$ cat src/hw/rtl/canrxaf_pkg.sv
// Types and constants shared by the acceptance filter modules.
package canrxaf_pkg;

  localparam int ID_W     = 11;
  localparam int KEY_W    = 12;
  localparam int IDX_IN_W = 4;
  localparam int HIT_W    = 4;
  localparam int PADDR_W  = 3;
  localparam int PDATA_W  = 32;

  localparam logic [KEY_W-1:0] IDENT_RESET = 12'h000;
  localparam logic [KEY_W-1:0] MASK_RESET  = 12'hFFF;

  // Item kinds
  localparam logic KIND_PROGRAM = 1'b0;
  localparam logic KIND_FRAME   = 1'b1;

  // Register index (paddr bit 2 and up)
  localparam logic REG_NORMAL_MODE = 1'b0;

  typedef struct packed {
    logic            kind;
    logic [3:0]      entry_index;
    logic [ID_W-1:0] filter_id;
    logic [ID_W-1:0] filter_mask;
    logic            filter_rtr;
    logic            has_receiver;
    logic [ID_W-1:0] frame_id;
    logic            frame_rtr;
  } in_item_t;

  typedef struct packed {
    logic             matched;
    logic             delivered;
    logic [HIT_W-1:0] hit_entry;
    logic             rejected;
  } out_item_t;

  typedef struct packed {
    logic accept;
    logic prog;
    logic scan;
    logic out_load;
  } ctrl_cmd_t;

  typedef struct packed {
    logic hit;
    logic all_seen;
  } dp_sts_t;

endpackage

$ cat src/hw/rtl/canrxaf_dp.sv
// Datapath: filter entry memory, scan read pipe, compare and result registers.
module canrxaf_dp #(
  parameter int ENTRIES = 16
) (
  input  logic                   clk_i,
  input  logic                   rst_ni,
  input  canrxaf_pkg::ctrl_cmd_t cmd_i,
  output canrxaf_pkg::dp_sts_t   sts_o,
  input  canrxaf_pkg::in_item_t  in_item_i,
  output canrxaf_pkg::out_item_t out_item_o
);
  import canrxaf_pkg::*;

  localparam int IDX_W = (ENTRIES > 1) ? $clog2(ENTRIES) : 1;
  localparam int CNT_W = $clog2(ENTRIES + 1);

  typedef struct packed {
    logic [KEY_W-1:0] ident;
    logic [KEY_W-1:0] mask;
  } entry_t;

  entry_t                     mem [ENTRIES];
  logic [ENTRIES-1:0]         valid_q;
  in_item_t                   item_q;
  logic [CNT_W-1:0]           iss_q;
  logic                       rd_pend_q;
  entry_t                     rd_ent_q;
  logic                       rd_vld_q;
  logic [IDX_W-1:0]           rd_idx_q;
  out_item_t                  wrk_q;
  out_item_t                  out_q;

  logic                       prog_ok;
  logic [IDX_W+IDX_IN_W-1:0]  widx_ext;
  logic [IDX_W-1:0]           waddr;
  logic [IDX_W-1:0]           raddr;
  entry_t                     wr_ent;
  logic                       rd_en;
  logic [KEY_W-1:0]           key;
  logic [KEY_W-1:0]           eff_ident;
  logic [KEY_W-1:0]           eff_mask;
  logic                       hit;
  logic [IDX_W+HIT_W-1:0]     hit_ext;

  assign prog_ok  = item_q.has_receiver && (32'(item_q.entry_index) < ENTRIES);
  assign widx_ext = {IDX_W'(0), item_q.entry_index};
  assign waddr    = widx_ext[IDX_W-1:0];
  assign raddr    = iss_q[IDX_W-1:0];
  assign wr_ent   = '{ident: {item_q.filter_rtr, item_q.filter_id},
                      mask:  {1'b1, item_q.filter_mask}};
  assign rd_en    = cmd_i.scan && (iss_q != CNT_W'(ENTRIES));

  // Unprogrammed entries read as the reset pattern.
  assign key       = {item_q.frame_rtr, item_q.frame_id};
  assign eff_ident = rd_vld_q ? rd_ent_q.ident : IDENT_RESET;
  assign eff_mask  = rd_vld_q ? rd_ent_q.mask : MASK_RESET;
  assign hit       = rd_pend_q && (((key ^ eff_ident) & eff_mask) == '0);
  assign hit_ext   = {HIT_W'(0), rd_idx_q};

  assign sts_o.hit      = hit;
  assign sts_o.all_seen = (iss_q == CNT_W'(ENTRIES)) && rd_pend_q;
  assign out_item_o     = out_q;

  always_ff @(posedge clk_i) begin
    if (cmd_i.prog && prog_ok) begin
      mem[waddr] <= wr_ent;
    end
    if (rd_en) begin
      rd_ent_q <= mem[raddr];
      rd_vld_q <= valid_q[raddr];
      rd_idx_q <= raddr;
    end
  end

  always_ff @(posedge clk_i or negedge rst_ni) begin
    if (!rst_ni) begin
      valid_q   <= '0;
      iss_q     <= '0;
      rd_pend_q <= 1'b0;
    end else begin
      if (cmd_i.prog && prog_ok) begin
        valid_q[waddr] <= 1'b1;
      end
      if (cmd_i.accept) begin
        iss_q     <= '0;
        rd_pend_q <= 1'b0;
      end else begin
        rd_pend_q <= rd_en;
        if (rd_en) begin
          iss_q <= iss_q + 1'b1;
        end
      end
    end
  end

  always_ff @(posedge clk_i) begin
    if (cmd_i.accept) begin
      item_q <= in_item_i;
      wrk_q  <= '0;
    end else if (cmd_i.prog) begin
      wrk_q.rejected <= !prog_ok;
    end else if (cmd_i.scan && hit) begin
      wrk_q.matched   <= 1'b1;
      wrk_q.delivered <= rd_vld_q;
      wrk_q.hit_entry <= hit_ext[HIT_W-1:0];
    end
    if (cmd_i.out_load) begin
      out_q <= wrk_q;
    end
  end

endmodule

$ cat src/hw/rtl/canrxaf_ctrl.sv
// Controller: sequences accept, program, scan and result hand-off.
module canrxaf_ctrl (
  input  logic                   clk_i,
  input  logic                   rst_ni,
  input  logic                   in_valid_i,
  input  logic                   item_kind_i,
  input  logic                   normal_mode_i,
  input  logic                   out_ready_i,
  input  canrxaf_pkg::dp_sts_t   sts_i,
  output canrxaf_pkg::ctrl_cmd_t cmd_o,
  output logic                   in_ready_o,
  output logic                   out_valid_o
);
  import canrxaf_pkg::*;

  typedef enum logic [3:0] {
    ST_IDLE = 4'b0001,
    ST_PROG = 4'b0010,
    ST_SCAN = 4'b0100,
    ST_DONE = 4'b1000
  } state_e;

  state_e state_q, state_d;
  logic   out_valid_q, out_valid_d;

  always_comb begin
    state_d    = state_q;
    cmd_o      = '0;
    in_ready_o = 1'b0;
    unique case (state_q)
      ST_IDLE: begin
        in_ready_o = 1'b1;
        if (in_valid_i) begin
          cmd_o.accept = 1'b1;
          if (item_kind_i == KIND_PROGRAM) begin
            state_d = ST_PROG;
          end else if (normal_mode_i) begin
            state_d = ST_SCAN;
          end else begin
            state_d = ST_DONE;
          end
        end
      end
      ST_PROG: begin
        cmd_o.prog = 1'b1;
        state_d    = ST_DONE;
      end
      ST_SCAN: begin
        cmd_o.scan = 1'b1;
        if (sts_i.hit || sts_i.all_seen) begin
          state_d = ST_DONE;
        end
      end
      ST_DONE: begin
        // Hold until the output register is free.
        if (!out_valid_q || out_ready_i) begin
          cmd_o.out_load = 1'b1;
          state_d        = ST_IDLE;
        end
      end
      default: begin
        state_d = ST_IDLE;
      end
    endcase
  end

  always_comb begin
    out_valid_d = out_valid_q;
    priority if (cmd_o.out_load) begin
      out_valid_d = 1'b1;
    end else if (out_ready_i) begin
      out_valid_d = 1'b0;
    end
  end

  assign out_valid_o = out_valid_q;

  always_ff @(posedge clk_i or negedge rst_ni) begin
    if (!rst_ni) begin
      state_q     <= ST_IDLE;
      out_valid_q <= 1'b0;
    end else begin
      state_q     <= state_d;
      out_valid_q <= out_valid_d;
    end
  end

endmodule

$ cat src/hw/rtl/can_rx_acceptance_filter.sv
// Top level of the CAN receive acceptance filter bank.
//
//   Channel   Direction  Handshake              Beat
//   in        input      in_valid_i/in_ready_o  in_item_i (program or frame)
//   out       output     out_valid_o/out_ready_i out_item_o (one per input beat)
//   config    APB        psel/penable/pready    normal_mode at byte address 0
//
// One input beat is worked on at a time. A program beat goes from accept
// through the program state to its result, a frame outside normal mode goes
// straight to its result, and a frame in normal mode scans to the first hit
// or the last entry: the scan reads one filter entry per cycle from the entry
// memory through a registered read port and compares it in the next cycle.
// Reset clears the valid bits, so every entry reads as identifier 0, full
// mask, and normal_mode clears to 0; no clearing pass is needed.
// A waiting result sits in the output register; the next beat is accepted and
// worked on meanwhile, and only its hand-off stalls until out_ready_i.
module can_rx_acceptance_filter #(
  parameter int ENTRIES = 16
) (
  input  logic                            clk_i,
  input  logic                            rst_ni,
  input  logic                            in_valid_i,
  output logic                            in_ready_o,
  input  canrxaf_pkg::in_item_t           in_item_i,
  output logic                            out_valid_o,
  input  logic                            out_ready_i,
  output canrxaf_pkg::out_item_t          out_item_o,
  input  logic                            psel,
  input  logic                            penable,
  input  logic                            pwrite,
  input  logic [canrxaf_pkg::PADDR_W-1:0] paddr,
  input  logic [canrxaf_pkg::PDATA_W-1:0] pwdata,
  output logic [canrxaf_pkg::PDATA_W-1:0] prdata,
  output logic                            pready
);
  import canrxaf_pkg::*;

  ctrl_cmd_t cmd;
  dp_sts_t   sts;
  logic      normal_mode_q;
  logic      reg_sel;
  logic      cfg_wr;

  // Register file: one control bit, written in the APB access phase.
  assign pready  = 1'b1;
  assign reg_sel = paddr[PADDR_W-1];
  assign cfg_wr  = psel && penable && pwrite && (reg_sel == REG_NORMAL_MODE);

  always_comb begin
    prdata = '0;
    if (reg_sel == REG_NORMAL_MODE) begin
      prdata[0] = normal_mode_q;
    end
  end

  always_ff @(posedge clk_i or negedge rst_ni) begin
    if (!rst_ni) begin
      normal_mode_q <= 1'b0;
    end else if (cfg_wr) begin
      normal_mode_q <= pwdata[0];
    end
  end

  // Sequencer: accept a beat, then program one entry or scan the bank.
  canrxaf_ctrl u_ctrl (
    .clk_i         (clk_i),
    .rst_ni        (rst_ni),
    .in_valid_i    (in_valid_i),
    .item_kind_i   (in_item_i.kind),
    .normal_mode_i (normal_mode_q),
    .out_ready_i   (out_ready_i),
    .sts_i         (sts),
    .cmd_o         (cmd),
    .in_ready_o    (in_ready_o),
    .out_valid_o   (out_valid_o)
  );

  // Entry store, first-match compare and result registers.
  canrxaf_dp #(
    .ENTRIES (ENTRIES)
  ) u_dp (
    .clk_i      (clk_i),
    .rst_ni     (rst_ni),
    .cmd_i      (cmd),
    .sts_o      (sts),
    .in_item_i  (in_item_i),
    .out_item_o (out_item_o)
  );

endmodule

$ cat config.mk
export PLATFORM = sky130hd
export DESIGN_NAME = can_rx_acceptance_filter
export DESIGN_NICKNAME = d
export VERILOG_FILES = /design/src/hw/rtl/canrxaf_pkg.sv /design/src/hw/rtl/canrxaf_dp.sv /design/src/hw/rtl/canrxaf_ctrl.sv /design/src/hw/rtl/can_rx_acceptance_filter.sv
export SDC_FILE = /design/constraint.sdc
export NUM_CORES = 1
export LEC_CHECK = 0
export ABC_AREA = 0
export BUFFER_PORTS_ARGS = -buffer_cell sky130_fd_sc_hd__buf_2
export CORE_MARGIN = 8
export CORE_UTILIZATION = 64
export DETAILED_ROUTE_END_ITERATION = 12
export PLACE_DENSITY = 0.83
export SLEW_MARGIN = 20
export SYNTH_ARGS = -nofsm -noshare
export SYNTH_HDL_FRONTEND = slang
export SYNTH_SLANG_ARGS = --single-unit
export TNS_END_PERCENT = 5
$ cat constraint.sdc
create_clock -name clk_i -period 10.4 [get_ports clk_i]
set_input_delay 3.12 -clock clk_i [delete_from_list [all_inputs] [get_ports clk_i]]
set_output_delay 3.12 -clock clk_i [all_outputs]
set_load 0.05 [all_outputs]
==> run_results.csv <==
group,metric,value,unit
synthesis,synth-seq-cells,478,
sta,worst_slack,3.70,ns
synthesis,synthArstFlopShare,5.86,%
synthesis,synth-main-ff-cell,"edfxtp_1",
synthesis,ys_warn_count,0,
synthesis,syn_inst,819,
synthesis,synthAdderAreaFrac,0.137,%
outcome,status,"complete, no violations",
floorplanning,die_w,185,um
finish,diodes,0,
placement,placement.cell_area,0.0189,sq mm
run,max_cap_viol_count,0,
setup_path,crit_chain,"buf_2, nor2b_1, buf_2",
finish,layout-drive-gt1-share,31.9,%
clocking,cts_root_buffer,"clkbuf_16",
sta,tightest_slew,0.973,ns
synthesis,synth.top_cells.by_area,"edfxtp_1 (73%), mux4_2 (15%), dfrtp_1 (3.7%)",
drt,routed_wirelength,40.5,mm
drt,drtIter0Drc,1045,
sta,whs,0.421,ns
synthesis,synth_compound_area_share,1.02,%
synthesis,synth-edff-count,443,
floorplanning,die_area,0.0341,sq mm
synthesis,yosys.area.top_type_share,73.1,%
sta,fin_crit,6.70,ns
min_path,worstHoldPathType,"flip-flop to flip-flop",
global_route,antenna_found_initial,2,
sta,hold_viol_final,0,
clocking,cts_hold_buf,0,
placement,io_buffers,59,
clocking,post_cts_buffers,0,
setup_path,crit_required,7.28,ns
global_route,grt-ovfl-total,0,
sta,timing.final.crit_share,64.4,%
setup_path,startpoint_type,"input pin",
clocking,clk_transition_reported_paths,0.06,ns
floorplanning,core,0.0279,sq mm
drt,dr.pass1.iters,5,
global_route,track_usage,24.3,%
synthesis,syn_avg_cell_area,22.2,sq um
clocking,clock_latency,0.54,ns
sta,fmax,149,MHz
floorplanning,die_h,185,um
global_route,grt_start_max_net_pins,67,
floorplanning,rows,61,
clocking,htreeDepth,2,
global_route,grt_pass1_vias,9115,
sta,finalSetupTns,0,ns
synthesis,synth-simple-area-share,3.62,%
clocking,cts.sinks,478,
drt,detail_route.vias_per_cell,6.59,
drt,drc_errors,0,
clocking,cts_inserted_buffers,47,
setup_path,cp_max_fo,2,
pwr,p_leak,0.00654,uW
synthesis,syn_area,0.0182,sq mm
sta,relSlewSlack,35.1,%
synthesis,seq_area_frac_synth,77.7,%
synthesis,synth_area_leader_cell,"edfxtp_1",
setup_path,arrival,3.58,ns
finish,nets,1000,
pwr,peakVddDrop,229,uV
floorplanning,io_pins,125,
setup_path,critPathTopFamily,"buffers and inverters",
placement,pre_cts_ws,3.69,ns
setup_path,cp_slowest_cell,"buf_2",
synthesis,ys_types,43,
global_route,grt_pass1_wl,59.2,mm
synthesis,synth_top_family_by_area,"multiplexers",
setup_path,cp_num_buf_inv,2,
placement,gp_congestion,0.811,
drt,wl_per_cell,30.6,um
floorplanning,start_util,65.2,%
setup_path,endpoint_kind,"output port",
clocking,cts.repair.resized,0,
setup_path,critPathKind,"input pin to output port",
clocking,clockBufferDepth,3,
setup_path,crit_path_frequent_cell,"buf_2",
finish,synthToLayoutAreaGrowth,11.4,%
synthesis,synth_xor_area_share,0.192,%
synthesis,synthMuxAreaShare,15.0,%
clocking,cts_tree,"yes",
sta,drv_slew,0,
pwr,power.density,227,mW/mm^2
sta,rsz0062_at_grt,"no",
setup_path,slowest_delay,0.27,ns
finish,finalInstanceArea,0.0203,sq mm
sta,clock_skew,0.0186,ns
placement,dp_hpwl,20.1,mm
sta,setup_viol,0,
drt,ant_nets,0,
drt,vias,8731,
-- logic make-up (layout without fill, tap and decap cells) --
| group | count (synthesis) | count (layout) |
|---|---|---|
| adders and majority gates | 2 | 2 |
| muxes | 123 | 123 |
| and+or+nand+nor | 110 | 110 |
| xor gates and xnor gates | 4 | 4 |
| AOI/OAI and AO/OA | 32 | 32 |
| other | 2 | 32 |
| buffers and inverters | 68 | 166 |
| DFF | 478 | 478 |
-- synthesized netlist by cell type, types with 3 or more instances --
cell,n
a21oi_1,8
buf_2,13
buf_4,32
buf_6,3
clkbuf_1,16
dfrtp_1,27
dfxtp_1,7
edfxtp_1,443
inv_1,3
mux4_2,120
nand2_1,11
nand2b_1,3
nand3_1,5
nand3b_1,10
nand4_1,9
nand4b_1,3
nor2_1,22
nor2b_1,12
nor3_1,7
o21ai_0,14
o31ai_1,6
or2_2,16
xor2_1,3
-- state kept, by name (all words and copies together), names as in the netlist, 4 cells and up --
register,flops
u_dp.mem,368
u_dp.item_q,35
u_dp.rd_ent_q,23
u_dp.valid_q,16
u_dp.out_item_o,7
u_dp.wrk_q,7
u_dp.iss_q,5
u_ctrl.state_q,4
u_dp.rd_idx_q,4
u_dp.waddr,4
-- path summary, 6_finish.rpt --
check	cells past startpoint	end	startpoint	slack (ns)
worst min-delay path	0	u_dp.out_item_o[0]	u_dp.wrk_q[0]	0.42
worst max-delay path	3	prdata[0]	paddr[2]	3.70
worst min register to register	0	u_dp.out_item_o[0]	u_dp.wrk_q[0]	0.42
worst max register to register	4	u_dp.rd_ent_q[15]	u_dp.iss_q[0]	6.73
min in group asynchronous	1	u_ctrl.out_valid_o	rst_ni	2.60
max in group asynchronous	1	u_dp.iss_q[1]	rst_ni	7.31
-- area by class of cell --
class,instances,area (sq um)
clock buffers,61,1270
clock inverters,20,92.6
fillers,1581,7650
inverters,3,11.3
multi-input cells,303,3810
flip-flops and latches,478,14200
well taps,378,473
repair buffers,82,468
-- per-layer routing --
layer | global-route usage (%) | vias to the layer above | part of all wire, %
met3 | 4.06 | 86 | 9.1
met1 | 31.4 | 4540 | 36
li1 | - | 3522 | -
met4 | 8.67 | 4 | 3.1
met5 | 0 | - | 0.067
met2 | 41.5 | 579 | 52
-- metrics by stage --
step                      utilization, %  cells  total power [uW]
final                               72.6   1325              4590
after global routing                72.6   1325              4740
after CTS                           72.6   1325              4620
after detailed placement            67.7   1244              3100
after global placement              67.7   1244              3070
after floorplan                        -    849              2930
-- worst register-to-register path, stage by stage, from the launching register on --
cell and delay (ns):
dfrtp_4 0.68, buf_4 0.68, buf_4 0.85, mux4_2 0.65, mux4_2 0.55
-- placed cells by master (no fill, tap or decap), types with 4 or more instances in the layout --
cell | synthesis | routed
nand3b_1 | 10 | 10
dfrtp_1 | 27 | 24
edfxtp_1 | 443 | 443
o31ai_1 | 6 | 6
a21oi_1 | 8 | 8
conb_1 | 2 | 32
clkbuf_16 | 0 | 49
nor2_2 | 1 | 13
buf_2 | 13 | 59
nor2_1 | 22 | 10
o21ai_0 | 14 | 14
nand3_1 | 5 | 5
nor3_2 | 0 | 4
clkbuf_1 | 16 | 12
or2_2 | 16 | 16
dfxtp_1 | 7 | 7
mux4_2 | 120 | 120
nor2b_1 | 12 | 12
nand2_1 | 11 | 11
nand4_1 | 9 | 9
clkinv_1 | 0 | 13
clkinv_2 | 0 | 5
buf_4 | 32 | 23
-- power by group --
part           switching [uW]  total [uW]  internal [uW]  leakage (uW)
Sequential                154        2440           2290       0.00444
Combinational             320         623            303       0.00144
Clock                     671        1530            856      0.000664
Total                    1140        4590           3450       0.00654
(Power assumes the default switching activity.)
